### config.mk
export PLATFORM = sky130hd
export DESIGN_NAME = symbol_counter_extension_flat
export DESIGN_NICKNAME = d
export VERILOG_FILES = /design/src/hdl/sce_pkg.sv /design/src/hdl/sce_if.sv /design/src/hdl/sce_in_reg.sv /design/src/hdl/sce_core.sv /design/src/hdl/sce_out_reg.sv /design/src/hdl/symbol_counter_extension.sv /design/src/flat_wrapper.sv
export VERILOG_INCLUDE_DIRS = /design/src /design/src/hdl
export SDC_FILE = /design/constraint.sdc
export NUM_CORES = 1
export LEC_CHECK = 0
export BUFFER_PORTS_ARGS = -buffer_cell sky130_fd_sc_hd__buf_2
export CAP_MARGIN = 20
export CORE_ASPECT_RATIO = 0.6
export CORE_MARGIN = 2
export CORE_UTILIZATION = 55
export DETAILED_ROUTE_END_ITERATION = 8
export MAX_ROUTING_LAYER = met4
export PLACE_DENSITY = 0.84
export SETUP_SLACK_MARGIN = 0.5
export SYNTH_ARGS = -nofsm -noshare
export SYNTH_HDL_FRONTEND = slang
export SYNTH_SLANG_ARGS = --single-unit
### constraint.sdc
create_clock -name clk -period 4.3 [get_ports clk]
set_input_delay 0.86 -clock clk [delete_from_list [all_inputs] [get_ports clk]]
set_output_delay 0.86 -clock clk [all_outputs]
set_load 0.02 [all_outputs]
### src/hdl/symbol_counter_extension_macros.svh
// ----------------------------------------------------------------------------
// symbol_counter_extension_macros.svh
// Assertion macros used by the timer extension RTL.
// ----------------------------------------------------------------------------
`ifndef SYMBOL_COUNTER_EXTENSION_MACROS_SVH
`define SYMBOL_COUNTER_EXTENSION_MACROS_SVH

`ifndef SYNTH
// Same-cycle implication, checked out of reset.
`define SCE_ASSERT_NOW(label, clk, rst_n, ante, cons) \
    label: assert property (@(posedge clk) disable iff (!rst_n) (ante) |-> (cons)) \
        else $error("sce assertion failed");
// Next-cycle implication, checked out of reset.
`define SCE_ASSERT_NEXT(label, clk, rst_n, ante, cons) \
    label: assert property (@(posedge clk) disable iff (!rst_n) (ante) |=> (cons)) \
        else $error("sce assertion failed");
`else
`define SCE_ASSERT_NOW(label, clk, rst_n, ante, cons)
`define SCE_ASSERT_NEXT(label, clk, rst_n, ante, cons)
`endif

`endif

### src/hdl/sce_pkg.sv
// ----------------------------------------------------------------------------
// sce_pkg
// Types and constants for the 16-to-32-bit timer extension.
// ----------------------------------------------------------------------------
package sce_pkg;

    // Mode codes
    localparam logic MODE_SERVICE = 1'b0;
    localparam logic MODE_READ    = 1'b1;

    // Low words at or above this mark belong before a same-event wrap
    localparam logic [15:0] HALF_MARK = 16'h8000;
    // One full turn of the low counter
    localparam logic [31:0] LOW_TURN  = 32'h0001_0000;

    typedef struct packed {
        logic        mode;
        logic        overflow_flag;
        logic        compare_flag;
        logic        capture_flag;
        logic        overcapture_flag;
        logic [15:0] capture_low;
        logic [15:0] counter_low;
    } evt_t;

    typedef struct packed {
        logic        compare_match;
        logic [31:0] last_capture;
        logic        capture_valid;
        logic [31:0] current_value;
    } res_t;

    // Pipeline control between the input stage and the core
    typedef struct packed {
        logic fire;
        logic mode;
    } pipe_ctl_t;

endpackage

### src/hdl/sce_if.sv
// ----------------------------------------------------------------------------
// sce_if
// Valid/ready channels: timer events, results and compare configuration.
// ----------------------------------------------------------------------------
interface sce_evt_if;
    logic          valid;
    logic          ready;
    sce_pkg::evt_t data;

    modport source (output valid, output data, input ready);
    modport sink   (input valid, input data, output ready);
endinterface

interface sce_res_if;
    logic          valid;
    logic          ready;
    sce_pkg::res_t data;

    modport source (output valid, output data, input ready);
    modport sink   (input valid, input data, output ready);
endinterface

interface sce_cfg_if;
    logic        valid;
    logic        ready;
    logic [31:0] data;

    modport source (output valid, output data, input ready);
    modport sink   (input valid, input data, output ready);
endinterface

### src/hdl/sce_in_reg.sv
// ----------------------------------------------------------------------------
// sce_in_reg
// Input register: holds one event request until the core consumes it.
// ----------------------------------------------------------------------------
module sce_in_reg (
    input  logic          clk,
    input  logic          rst_n,
    sce_evt_if.sink       evt,
    input  logic          adv,
    output logic          vld,
    output sce_pkg::evt_t item
);
    import sce_pkg::*;

    logic vld_reg;
    logic vld_next;
    evt_t item_reg;
    logic take;

    // Accept when empty or when the held request moves on
    assign evt.ready = !vld_reg || adv;
    assign take      = evt.valid && evt.ready;
    assign vld_next  = evt.ready ? evt.valid : vld_reg;

    always_ff @(posedge clk or negedge rst_n)
    begin
        if (!rst_n)
        begin
            vld_reg <= 1'b0;
        end
        else
        begin
            vld_reg <= vld_next;
        end
    end

    always_ff @(posedge clk)
    begin
        if (take)
        begin
            item_reg <= evt.data;
        end
    end

    assign vld  = vld_reg;
    assign item = item_reg;

endmodule

### src/hdl/sce_core.sv
// ----------------------------------------------------------------------------
// sce_core
// Extension state, compare register and the per-event update logic.
// ----------------------------------------------------------------------------
`include "symbol_counter_extension_macros.svh"

module sce_core (
    input  logic               clk,
    input  logic               rst_n,
    input  sce_pkg::pipe_ctl_t ctl,
    input  sce_pkg::evt_t      item,
    input  logic               cfg_we,
    input  logic [31:0]        cfg_data,
    output sce_pkg::res_t      result
);
    import sce_pkg::*;

    logic [31:0] compare_reg;
    logic [15:0] high_half_reg;
    logic [15:0] high_half_next;
    logic [31:0] capture_time_reg;
    logic [31:0] capture_time_next;
    logic        capture_ok_reg;
    logic        capture_ok_next;

    logic        service;
    logic [15:0] hi_inc;
    logic [15:0] hi_cmp;
    logic [15:0] hi_cap;
    logic        match;
    logic [31:0] now;

    logic        fire_ovf;
    logic        fire_ocap;
    logic        fire_read;
    logic [48:0] ext_state;

    assign service = (ctl.mode == MODE_SERVICE);

    always_comb
    begin
        // Count a pending overflow, then step back for low words before the wrap
        hi_inc = high_half_reg + {15'd0, item.overflow_flag};
        hi_cmp = hi_inc - {15'd0, item.overflow_flag && (compare_reg[15:0] >= HALF_MARK)};
        hi_cap = hi_inc - {15'd0, item.overflow_flag && (item.capture_low >= HALF_MARK)};
        match  = item.compare_flag && (hi_cmp == compare_reg[31:16]);

        high_half_next    = high_half_reg;
        capture_time_next = capture_time_reg;
        capture_ok_next   = capture_ok_reg;
        now               = 32'd0;

        if (service)
        begin
            high_half_next = hi_inc;
            if (item.overcapture_flag)
            begin
                capture_ok_next = 1'b0;
            end
            else if (item.capture_flag)
            begin
                capture_time_next = {hi_cap, item.capture_low};
                capture_ok_next   = 1'b1;
            end
        end
        else
        begin
            now = {high_half_reg, item.counter_low}
                + (item.overflow_flag ? LOW_TURN : 32'd0);
        end

        result.compare_match = service && match;
        result.last_capture  = capture_time_next;
        result.capture_valid = capture_ok_next;
        result.current_value = now;
    end

    always_ff @(posedge clk or negedge rst_n)
    begin
        if (!rst_n)
        begin
            compare_reg      <= 32'd0;
            high_half_reg    <= 16'd0;
            capture_time_reg <= 32'd0;
            capture_ok_reg   <= 1'b1;
        end
        else
        begin
            if (cfg_we)
            begin
                compare_reg <= cfg_data;
            end
            if (ctl.fire)
            begin
                high_half_reg    <= high_half_next;
                capture_time_reg <= capture_time_next;
                capture_ok_reg   <= capture_ok_next;
            end
        end
    end

    assign fire_ovf  = ctl.fire && service && item.overflow_flag;
    assign fire_ocap = ctl.fire && service && item.overcapture_flag;
    assign fire_read = ctl.fire && !service;
    assign ext_state = {high_half_reg, capture_time_reg, capture_ok_reg};

    `SCE_ASSERT_NEXT(a_hi_inc, clk, rst_n, fire_ovf, high_half_reg == $past(high_half_reg) + 16'd1)
    `SCE_ASSERT_NEXT(a_read_keeps, clk, rst_n, fire_read, $stable(ext_state))
    `SCE_ASSERT_NEXT(a_ocap_clr, clk, rst_n, fire_ocap, !capture_ok_reg && $stable(capture_time_reg))
    `SCE_ASSERT_NOW(a_read_no_match, clk, rst_n, !service, !result.compare_match)

endmodule

### src/hdl/sce_out_reg.sv
// ----------------------------------------------------------------------------
// sce_out_reg
// Result register: holds one result request until the sink takes it.
// ----------------------------------------------------------------------------
module sce_out_reg (
    input  logic          clk,
    input  logic          rst_n,
    input  logic          load,
    input  sce_pkg::res_t result,
    output logic          adv,
    sce_res_if.source     res
);
    import sce_pkg::*;

    logic vld_reg;
    logic vld_next;
    res_t data_reg;

    // Advance when empty or when the held result is taken
    assign adv      = !vld_reg || res.ready;
    assign vld_next = adv ? load : vld_reg;

    always_ff @(posedge clk or negedge rst_n)
    begin
        if (!rst_n)
        begin
            vld_reg <= 1'b0;
        end
        else
        begin
            vld_reg <= vld_next;
        end
    end

    always_ff @(posedge clk)
    begin
        if (adv && load)
        begin
            data_reg <= result;
        end
    end

    assign res.valid = vld_reg;
    assign res.data  = data_reg;

endmodule

### src/hdl/symbol_counter_extension.sv
// An accepted event request waits in the input register; the core update
//   logic forms its result, which is loaded into the result register.
// Throughput: one event per cycle while the result register is not stalled.
// Reset (rst_n low, asynchronous): both stages empty, high half and last
//   capture zero, capture valid one, compare value zero.
// ----------------------------------------------------------------------------
// symbol_counter_extension
// Widens a 16-bit timer to 32 bits with overflow servicing, compare match,
// capture extension and time reads.
// ----------------------------------------------------------------------------
module symbol_counter_extension (
    input  logic      clk,
    input  logic      rst_n,
    sce_evt_if.sink   evt,
    sce_res_if.source res,
    sce_cfg_if.sink   cfg
);
    import sce_pkg::*;

    logic      in_vld;
    evt_t      in_item;
    logic      out_adv;
    pipe_ctl_t ctl;
    res_t      core_res;

    // Take configuration writes at once; the source must write only while
    // no event request is in flight, which the block itself does not enforce.
    assign cfg.ready = 1'b1;

    // Hold the next event request in the input register
    sce_in_reg u_in (
        .clk   (clk),
        .rst_n (rst_n),
        .evt   (evt),
        .adv   (out_adv),
        .vld   (in_vld),
        .item  (in_item)
    );

    // The held event updates state in the same cycle it moves into the
    // result register, so the next event sees the updated high half.
    assign ctl.fire = in_vld && out_adv;
    assign ctl.mode = in_item.mode;

    sce_core u_core (
        .clk      (clk),
        .rst_n    (rst_n),
        .ctl      (ctl),
        .item     (in_item),
        .cfg_we   (cfg.valid && cfg.ready),
        .cfg_data (cfg.data),
        .result   (core_res)
    );

    // Drain results; a waiting result does not block the input side
    // as long as the result register is being emptied.
    sce_out_reg u_out (
        .clk    (clk),
        .rst_n  (rst_n),
        .load   (in_vld),
        .result (core_res),
        .adv    (out_adv),
        .res    (res)
    );

endmodule

### src/flat_wrapper.sv
// flat-port wrapper written by rule: the top's interface ports become plain ports
module symbol_counter_extension_flat import sce_pkg::*;
  (clk, rst_n, evt_valid, evt_data, evt_ready, res_valid, res_data, res_ready, cfg_valid, cfg_data, cfg_ready);
  sce_evt_if evt_i ();
  sce_res_if res_i ();
  sce_cfg_if cfg_i ();
  input  logic clk;
  input  logic rst_n;
  input wire logic [$bits(evt_i.valid)-1:0] evt_valid;
  input wire logic [$bits(evt_i.data)-1:0] evt_data;
  output wire logic [$bits(evt_i.ready)-1:0] evt_ready;
  output wire logic [$bits(res_i.valid)-1:0] res_valid;
  output wire logic [$bits(res_i.data)-1:0] res_data;
  input wire logic [$bits(res_i.ready)-1:0] res_ready;
  input wire logic [$bits(cfg_i.valid)-1:0] cfg_valid;
  input wire logic [$bits(cfg_i.data)-1:0] cfg_data;
  output wire logic [$bits(cfg_i.ready)-1:0] cfg_ready;
  assign evt_i.valid = evt_valid;
  assign evt_i.data = evt_data;
  assign evt_ready = evt_i.ready;
  assign res_valid = res_i.valid;
  assign res_data = res_i.data;
  assign res_i.ready = res_ready;
  assign cfg_i.valid = cfg_valid;
  assign cfg_i.data = cfg_data;
  assign cfg_ready = cfg_i.ready;
  symbol_counter_extension u_core (.clk(clk), .rst_n(rst_n), .evt(evt_i), .res(res_i), .cfg(cfg_i));
endmodule
---- Word level (Yosys, flattened, before mapping) ----
Index checks and enable logic that the tools add are counted.
storage, ports and cells
  output and inout port bits .............. 69
  register bits ........................... 186
  bits of input ports ..................... 74
  word-level logic and storage cells ...... 43
cells by class
  bitwise operators ....................... 1
  reductions and logical operators ........ 11
  eq/ne operators ......................... 1
  multiplexer cells ....................... 7
  $add $sub $neg .......................... 4
  $lt $le $gt $ge ......................... 2
operators with widths
  kind                                          count
  2-to-1 mux 32 bit                             3
  adder 32 x 17 -> 32 bit                       1
  >= comparator 16 bit (second input constant)  2
  subtractor 16 x 1 -> 16 bit                   2
  2-to-1 mux 17 bit                             1
  adder 16 x 1 -> 16 bit                        1
  equality test 16 bit                          1
  logical AND 1 bit                             6
  2-to-1 mux 1 bit                              3
  zero test 1 bit                               2
  logical OR 1 bit                              2
  AND reduction 2 bit                           1
  NOT 1 bit                                     1

---- Logic depth before layout (Yosys ltp) ----
Gate-level depths: netlist (run 1).
  word-level depth ........................ 6
  gate-level depth with buffers ........... 12
  mapped depth without buffers ............ 11

---- Hierarchy ----
Synthesis (run 1) repeated with hierarchy kept, for this count alone.
second synthesis, totals
  cells, all modules ...................... 614
  area total of the unflattened synthesis .. 7702.4 um2
by module, submodules not included
  module                    cells each  area each (um2)  instances  sequential area each (um2)
  sce_core                  500         4484.3           1          1652.8
  sce_out_reg               70          2035.7           1          2006.9
  sce_in_reg                41          1164.9           1          1136.1
  symbol_counter_extension  3           17.5             1          0.0

---- Worst setup path after synthesis (run 1) ----
OpenSTA, ideal clock, no wires.
  path type ............................... input to register
  start point ............................. in res_ready
  end point ............................... reg u_core.u_out.data_reg, in the netlist u_core.u_out.res.data[0] (enable)
  data required time ...................... 3.844 ns
  path buffers ............................ 2
  data arrival time ....................... 3.512 ns
  cell stages on the path ................. 5
  setup time .............................. 0.456 ns
  path slack .............................. 0.332 ns
  cell sequence ........................... nand2b_1 > nand2_1 > inv_1 > clkbuf_1 > buf_1
RTL lines
  item                  RTL line            RTL
  from (decl)           flat_wrapper.sv:14  input wire logic [$bits(res_i.ready)-1:0] res_ready;
  to (signal assigned)  sce_out_reg.sv:39   data_reg <= result;
  to (decl)             sce_out_reg.sv:17   res_t data_reg;

==> results of run 1 <==
==> worst min-delay path by stage <==
stage,start,endpoint,slack (ps),cells past startpoint
finish,u_core.u_core.capture_time_reg[7],u_core.u_core.capture_time_reg[7],480,2
detailed placement,u_core.u_core.capture_time_reg[7],u_core.u_core.capture_time_reg[7],460,2
global route,u_core.u_core.capture_time_reg[8],u_core.u_core.capture_time_reg[8],510,2
CTS,u_core.u_core.capture_time_reg[5],u_core.u_core.capture_time_reg[5],480,2
global placement,u_core.u_core.capture_time_reg[8],u_core.u_core.capture_time_reg[8],450,2
floorplan,u_core.u_core.capture_time_reg[0],u_core.u_core.capture_time_reg[0],440,2
==> placed cells by master, fill, tap and decap left out, types with 4 or more instances in the layout <==
cell type  count
nor2_1        29
buf_2        126
nand2_1      106
o21ai_0       26
a21oi_1        7
edfxtp_1     103
dfrtp_1       67
ha_1           5
buf_4          7
nand2b_1       8
clkinv_8       5
nand3_1        9
clkbuf_16     18
nand3b_1       4
and2_1        21
inv_1          5
xnor2_1       44
and3_1         6
nor3_1        12
nor4_1         6
xor2_1        20
mux2_2        43
nand4_1        6
==> area by class of cell <==
| cell class | count | area (um2) | area share, % |
|---|---|---|---|
| diodes | 1 | 2.50 | 0.0279 |
| inverters | 6 | 23.8 | 0.265 |
| flip-flops and latches | 171 | 4800 | 53.4 |
| clock inverters | 14 | 166 | 1.85 |
| well taps | 175 | 219 | 2.44 |
| repair buffers | 133 | 683 | 7.61 |
| clock buffers | 18 | 450 | 5.02 |
| multi-input cells | 395 | 2640 | 29.4 |
==> worst max-delay path, stage by stage, from the launching register on <==
cell and delay, ps:
edfxtp_1 390, ha_1 280, ha_2 430, nand3_4 170
or4_4 570, xor2_2 410, and3_1 320, a41oi_1 130
nor3_1 220, o2111ai_1 190, a221oi_2 240
==> per-stage QoR <==
stage	hold slack (ps)	util (%)	setup slack [ps]
after floorplan	440	-	538
after global placement	452	61.5	840
after detailed placement	464	61.5	699
after CTS	479	66.0	649
after global routing	509	66.1	562
final	478	66.1	768
==> metal layers <==
metal / vias to the layer above / share of wire, % / GRT usage (%)
li1: 2369 / - / -
met1: 2459 / 45 / 32.2
met2: 234 / 46 / 36.2
met3: 18 / 7.9 / 5.55
met4: 0 / 0.72 / 5.35
met5: - / 0 / -
==> power breakdown <==
| part | internal, mW | leakage (nW) | switching [mW] |
|---|---|---|---|
| sequential | 2.01 | 1.87 | 0.149 |
| combinational | 0.329 | 1.60 | 0.496 |
| clock | 0.818 | 0.296 | 0.723 |
==> cell families after synthesis <==
logic type	share of synthesized area [%]
mux	6.63
flops	63.0
other cells	0.0493
buf+inv	2.35
fa+ha+maj	0.987
xor+xnor	7.88
compound gates	4.28
simple gates	14.8
==> timing repair <==
action                                  4_1_cts  5_1_grt
resized for setup                             0        1
hold buffers                                  0        0
endpoints found under the setup margin        0        1
==> results.yml, run 1 <==
routing:
  first_pass_iters: 5
  route.detailed.drc: 0
  wire_per_inst_um: 17.9
  viasPerCell: 5.56
  wirelength_mm: 16.3
  drtIter0Drc: 412
  vias: 5080
  postRouteAntennaNets: 0
synth:
  synth_common_cells: "nand2_1 (106), edfxtp_1 (103), dfrtp_1 (67)"
  synth.distinct_cells: 59
  synth-seq-area-share_pct: 63.0
  yosysMostFrequentCell: "nand2_1"
  syn_avg_cell_area_um2: 12.6
  ys_ff_latch: 171
  synth_largest_area_cell: "edfxtp_1"
  async_flop_share_pct: 39.8
  synthesis.instances: 603
  synth-main-ff-cell: "edfxtp_1"
  syn_nets: 683
  synth_edf_count: 103
  yosys.area.top_type_share_pct: 40.7
  yosysWarningCount: 0
  syn_area_um2: 7610
  synth_area_leaders: "edfxtp_1 (41%), dfrtp_1 (22%), mux2_2 (6.4%)"
worst_setup_path:
  reg2reg_from: "u_core.u_in.item[35]"
  worstPathRequired_ps: 4540
  endpoint_kind: "flop"
  endpoint: "u_core.u_out.res.data[65]"
  crit_path_start_kind: "flop"
  crit_arrival_ps: 3770
  crit_type: "reg -> reg"
  worstPathMaxFanout: 15
  startpoint: "u_core.u_in.item[35]"
  r2r_slack_ps: 770
  reg2reg_to: "u_core.u_out.res.data[65]"
  reg2reg_depth: 10
cts:
  cts_root_buffer: "clkbuf_16"
  clk-insertion-delay-late_ps: 420
  cts_tree: "done"
  cts.clk_slew.worst_paths_ps: 80
  clockBufferDepth: 2
  clock_sinks: 171
  post_cts_buffers: 0
  h-tree-depth: 4
  cts_buffers: 17
floorplan:
  std_cell_rows: 33
  die_x_um: 156
  dieArea_um2: 14800
  num_io_pins: 143
  start_util_pct: 56.0
  chipHeight_um: 95.1
  coreArea_um2: 13600
sta:
  period_share_pct: 82.1
  setup_viol: 0
  fmax_mhz: 283
  finalSetupTns_ps: 0
  maxSlewViolCount: 0
  worstMarginPinSlew_ps: 908
  rsz0062_at_grt: "false"
  clock_skew_ps: 10.7
  min_period_ps: 3530
  hold_violations: 0
  slew-limit-headroom_pct: 39.4
layout:
  final_cells: 913
  fillCellCount: 959
  drive_gt1_share_pct: 30.4
  layout.nets: 804
  largest_reg_flops: 66
  syn_to_final_growth_pct: 18.0
  fin_area_um2: 8980
min_path:
  hold_class: "reg -> reg"
global_routing:
  grt_start_max_net_pins: 48
  grt_pass1_wl_mm: 25.6
  antenna_found_initial: 1
  grt_overflow: 0
  grtUsageTotal_pct: 23.5
  grt_pass1_vias: 4983
power_and_ir_drop:
  power_density_nw_per_um2: 504
  leakage_nw: 3.76
  finalPower_mw: 4.53
  ir_drop_mv: 0.230
placement:
  dp_cells: 880
  port_buffers: 126
  dp.final_hpwl_mm: 11.3
  gp_congestion: 0.943
  placed_area_um2: 8360
job:
  drv_cap: 0
outcome:
  status: "finished, final reports clean"
No activity file was read; power rests on OpenSTA's default activity.
==> run 2, diff against run 1 <==
==> constraint.sdc (replaced) <==
create_clock -name clk -period 3.36 [get_ports clk]
set_input_delay 0.672 -clock clk [delete_from_list [all_inputs] [get_ports clk]]
set_output_delay 0.672 -clock clk [all_outputs]
set_load 0.02 [all_outputs]
==> run 2 against run 1 <==
Effect of this change:
- die area is the same
- clock skew fell by 0.76 ps
- cell area is 3.4% higher
- worst hold slack worse by 170 ps
- first-iteration DRC count fell by 10%
- via count grew 0.83%
- non-clock buffer count grew 15
- utilization is 2.2 points higher
- largest power group unchanged
==> results.yml, run 2 (synthesized netlist as in run 1, its figures left out) <==
layout:
  multiInputGateArea_um2: 2800
  final_common_cell: "buf_2"
  fin_area_um2: 9280
  mostFrequentLayoutCells: "buf_2 (126), nand2_1 (106), edfxtp_1 (103), dfrtp_1 (62), mux2_2 (43)"
  largest_reg_flops: 66
  fillCellCount: 947
  drive_gt1_share_pct: 35.2
  syn_to_final_growth_pct: 22.0
  layout.nets: 819
  regArea_um2: 4800
cts:
  h-tree-depth: 4
  cts_buffers: 17
  cts_root_buffer: "clkbuf_16"
  clockBufferDepth: 2
  clk-insertion-delay-late_ps: 420
  cts.clk_slew.worst_paths_ps: 70
  clock_sinks: 171
  cts_tree: "done"
outcome:
  status: "finished, final reports clean"
global_routing:
  grtUsageTotal_pct: 23.9
  grt_pass1_wl_mm: 26.0
  grt_overflow: 0
  grt_start_max_net_pins: 49
  grt_pass1_vias: 4958
  antenna_found_initial: 0
routing:
  route.detailed.drc: 0
  postRouteAntennaNets: 0
  wirelength_mm: 16.9
  vias: 5122
  wire_per_inst_um: 18.2
  viasPerCell: 5.52
  first_pass_iters: 6
  drtIter0Drc: 369
power_and_ir_drop:
  leakage_nw: 3.86
  power_density_nw_per_um2: 634
  ir_drop_mv: 0.378
  finalPower_mw: 5.88
worst_setup_path:
  crit_chain: "ha_4, ha_4, nand3_4, or4_4, xor2_4, and3_4, a41oi_1, nor3_2, o2111ai_2, a221oi_2"
  worstPathMaxFanout: 8
  reg2reg_from: "u_core.u_in.item[35]"
  crit_arrival_ps: 3090
  r2r_slack_ps: 500
  reg2reg_to: "u_core.u_out.res.data[65]"
  crit_top_cell: "ha_4"
  reg2reg_depth: 10
  crit_path_start_kind: "flop"
  critical_path.max_stage_delay_ps: 580
  crit_type: "reg -> reg"
  endpoint_kind: "flop"
  worstPathRequired_ps: 3590
  critPathSlowestCell: "or4_4"
floorplan:
  die_x_um: 156
  num_io_pins: 143
  start_util_pct: 56.0
  dieArea_um2: 14800
  chipHeight_um: 95.1
  std_cell_rows: 33
  coreArea_um2: 13600
sta:
  period_share_pct: 85.0
  slew-limit-headroom_pct: 38.8
  finalSetupTns_ps: 0
  rsz0062_at_grt: "true"
  maxSlewViolCount: 0
  holdWs_ps: 313
  setup_viol: 0
  worstMarginPinSlew_ps: 917
  min_period_ps: 2860
  fmax_mhz: 350
  clock_skew_ps: 9.94
  worst_slack_ps: 503
  hold_violations: 0
job:
  drv_cap: 0
placement:
  pre_cts_slack_ps: 246
  port_buffers: 126
  dp.final_hpwl_mm: 11.5
  placed_area_um2: 8460
  gp_congestion: 0.947
min_path:
  hold_class: "in -> async"
==> run 2: changes by cell type in the layout (fill, tap and decap cells not counted), moves of 3 or more <==
| cell | before | now |
|---|---|---|
| buf_12 | 0 | 3 |
| buf_4 | 7 | 18 |
| clkinv_8 | 5 | 2 |
| dfrtp_1 | 67 | 62 |
| dfrtp_2 | 0 | 5 |
| nor3_1 | 12 | 9 |
| nor3_2 | 0 | 3 |
| xnor2_1 | 44 | 40 |
| xnor2_2 | 0 | 4 |
==> run 2: area by class of cell <==
cell class / count / area share, %
sequential: 171 / 51.7
multi-input combinational: 395 / 30.2
timing repair buffer: 148 / 9.02
clock buffer: 17 / 4.58
tap: 175 / 2.36
clock inverter: 15 / 1.87
inverter: 6 / 0.256
antenna: 1 / 0.0270
==> run 2: how the worst max path moves through the flow <==
stage | startpoint | endpoint | slack (ps)
6_report | u_core.u_in.item[35] | u_core.u_out.res.data[65] | 500
5_1_grt | u_core.u_in.item[35] | u_core.u_out.res.data[65] | 430
4_1_cts | u_core.u_core.high_half_reg[0] | u_core.u_out.res.data[65] | 390
3_5_place_dp | u_core.u_in.item[35] | u_core.u_out.res.data[65] | 250
3_3_place_gp | u_core.u_in.item[35] | u_core.u_out.res.data[65] | 320
2_1_floorplan | u_core.u_in.item[35] | u_core.u_out.res.data[65] | 520
==> run 2: power by group <==
| group | leakage [nW] | switching (mW) | internal [mW] |
|---|---|---|---|
| Sequential | 1.86 | 0.201 | 2.58 |
| Clock | 0.290 | 0.907 | 1.07 |
| Combinational | 1.71 | 0.659 | 0.475 |
| Total | 3.86 | 1.77 | 4.12 |
==> run 2: what timing repair did <==
item	in CTS	in global routing
setup buffers	1	5
hold buffers	0	0
pin swaps	1	5
hold endpoints to repair	0	0
setup endpoints to repair	7	14
resized for setup	7	30
==> run 2: routing by layer <==
layer  part of all wire (%)  global-route usage, %  up-vias
met1                     46                   33.2     2511
met2                     46                   35.7      206
met3                    7.1                   5.77       22
met4                    1.3                   6.96        0
met5                      0                      -        -
li1                       -                      -     2383
==> run 2: stage by stage <==
stage          cells  util (%)
5_1_grt          927      68.3
6_report         928      68.3
4_1_cts          922      67.1
3_5_place_dp     889      62.3
3_3_place_gp     889      62.3
2_1_floorplan    603         -
==> run 2: critical path: cells and delay by family, from the launching register on <==
family,cells,cell delay [ps]
adder cells (fa/ha/maj),2,340
XOR/XNOR,1,210
AND/OR/NAND/NOR,4,1200
flip-flops,1,400
AO/OA/AOI/OAI,3,520
==> run 3, diff against run 2 <==
--- a/config.mk
+++ b/config.mk
@@ -8,9 +8,11 @@
 export LEC_CHECK = 0
 export BUFFER_PORTS_ARGS = -buffer_cell sky130_fd_sc_hd__buf_2
 export CAP_MARGIN = 20
+export CELL_PAD_IN_SITES_DETAIL_PLACEMENT = 1
+export CELL_PAD_IN_SITES_GLOBAL_PLACEMENT = 1
 export CORE_ASPECT_RATIO = 0.6
 export CORE_MARGIN = 2
-export CORE_UTILIZATION = 55
+export CORE_UTILIZATION = 44
 export DETAILED_ROUTE_END_ITERATION = 8
 export MAX_ROUTING_LAYER = met4
 export PLACE_DENSITY = 0.84
==> run 3 against run 2 <==
Effect of this change:
- cell count increased by 7.2%
- highest routed layer unchanged
- critical endpoint unchanged
- clock skew up 2.4 ps
- first-iteration DRC count increased by 26%
- clock power hardly changed
- non-clock buffer count increased by 9
- register-to-register slack worse by 60 ps
==> results.yml, run 3 (synthesized netlist as in run 1, its figures left out) <==
placement:
  pre_cts_slack_ps: 290
  placed_area_um2: 8520
  dp.final_hpwl_mm: 13.4
  dp_cells: 950
  port_buffers: 126
  gp_congestion: 0.862
cts:
  clk-insertion-delay-late_ps: 430
  cts.clk_slew.worst_paths_ps: 70
  cts_tree: "done"
  h-tree-depth: 4
  clockBufferDepth: 2
  cts_root_buffer: "clkbuf_16"
  cts_buffers: 17
  clock_sinks: 171
  cts_hold_buf: 0
layout:
  syn_to_final_growth_pct: 23.5
  fin_area_um2: 9390
  drive_gt1_share_pct: 35.8
  final_core_util_pct: 55.1
  mostFrequentLayoutCells: "buf_2 (126), nand2_1 (106), edfxtp_1 (103), dfrtp_1 (62), mux2_2 (43)"
  final_cells: 995
  fillCellCount: 1769
  largest_reg_flops: 66
  layout.nets: 828
  final_common_cell: "buf_2"
sta:
  hold_violations: 0
  maxSlewViolCount: 0
  rsz0062_at_grt: "true"
  worst_slack_ps: 439
  holdWs_ps: 413
  worstMarginPinSlew_ps: 1010
  period_share_pct: 86.9
  slew-limit-headroom_pct: 32.5
  setup_viol: 0
  min_period_ps: 2920
  clock_skew_ps: 12.3
  fmax_mhz: 342
  finalSetupTns_ps: 0
routing:
  wire_per_inst_um: 20.7
  viasPerCell: 5.30
  first_pass_iters: 5
  vias: 5269
  drtIter0Drc: 464
  wirelength_mm: 20.6
  postRouteAntennaNets: 0
  route.detailed.drc: 0
power_and_ir_drop:
  seq_power_share_pct: 46.8
  switchingPower_mw: 1.77
  ir_drop_mv: 0.332
  power_density_nw_per_um2: 638
  switching_share_pct: 29.5
  comb_power_share_pct: 20.3
  p_int_mw: 4.23
  leakage_nw: 3.88
  finalPower_mw: 5.99
  power_frac_clock_pct: 32.9
global_routing:
  grt_start_max_net_pins: 83
  grt_pass1_wl_mm: 30.9
  grt_pass1_vias: 5497
  grt_overflow: 0
  antenna_found_initial: 1
  grtUsageTotal_pct: 22.9
floorplan:
  num_io_pins: 143
  start_util_pct: 44.7
  std_cell_rows: 37
  coreArea_um2: 17000
  chipHeight_um: 106
  dieArea_um2: 18400
  die_x_um: 174
worst_setup_path:
  crit_path_start_kind: "flop"
  worstPathRequired_ps: 3620
  endpoint_kind: "flop"
  worstPathMaxFanout: 6
  crit_type: "reg -> reg"
  crit_arrival_ps: 3180
outcome:
  status: "finished, final reports clean"
min_path:
  hold_class: "in -> reg"
job:
  drv_cap: 0
## run 3: changes by cell type in the layout (fill, tap and decap cells not counted), sizes merged
cell and delta:
clkbuf +5, inv -7, buf +9, bufinv +1
## run 3: worst paths after layout
check / depth (start not counted) / startpoint / slack, ps / to
worst min-delay path: 1 / evt_data[22] / 410 / u_core.u_in.item[22]
worst max register to register: 10 / u_core.u_in.item[35] / 440 / u_core.u_out.res.data[65]
worst max-delay path: 10 / u_core.u_in.item[35] / 440 / u_core.u_out.res.data[65]
min in group asynchronous: 2 / rst_n / 450 / u_core.u_in.vld
worst min register to register: 2 / u_core.u_core.capture_time_reg[2] / 480 / u_core.u_core.capture_time_reg[2]
max in group asynchronous: 2 / rst_n / 2250 / u_core.u_core.high_half_reg[4]
## run 3: layout make-up
cell class              instances  area (um2)  area share [%]
flip-flops and latches        171        4800            51.1
diodes                          1        2.50          0.0266
multi-input cells             395        2800            29.8
inverters                       6        23.8           0.253
clock buffers                  22         474            5.05
well taps                     234         293            3.12
repair buffers                157         883            9.41
clock inverters                 9         115            1.23
## run 3: repair_timing
action	4_1_cts	5_1_grt
endpoints found under the setup margin	11	15
pin swaps	0	8
buffers inserted	0	13
gates resized for setup	6	32
## run 3: metal layers
metal  wire length, um  vias up  track usage (%)
li1                  -     2397                -
met1              8980     2690             30.0
met2             10300      149             36.8
met3              1000       33             4.73
met4               331        0             5.82
met5                 0        -                -
## run 3: critical path, cell delays in order, from the launching register on
cell and delay [ps]:
edfxtp_1 450, ha_4 200, ha_4 160, nand3_4 120
or4_4 620, xor2_2 180, buf_6 140, or3b_4 370
nand3_2 80, o211ai_1 120, a221oi_2 310
## run 3: power by group through the flow
stage	combinational (mW)	sequential, mW	clock (mW)
after global routing	1.32	2.83	2.09
after floorplan	0.654	2.85	0
after detailed placement	1.11	2.80	0
after CTS	1.15	2.78	2.00
final	1.22	2.80	1.97
after global placement	1.04	2.77	0
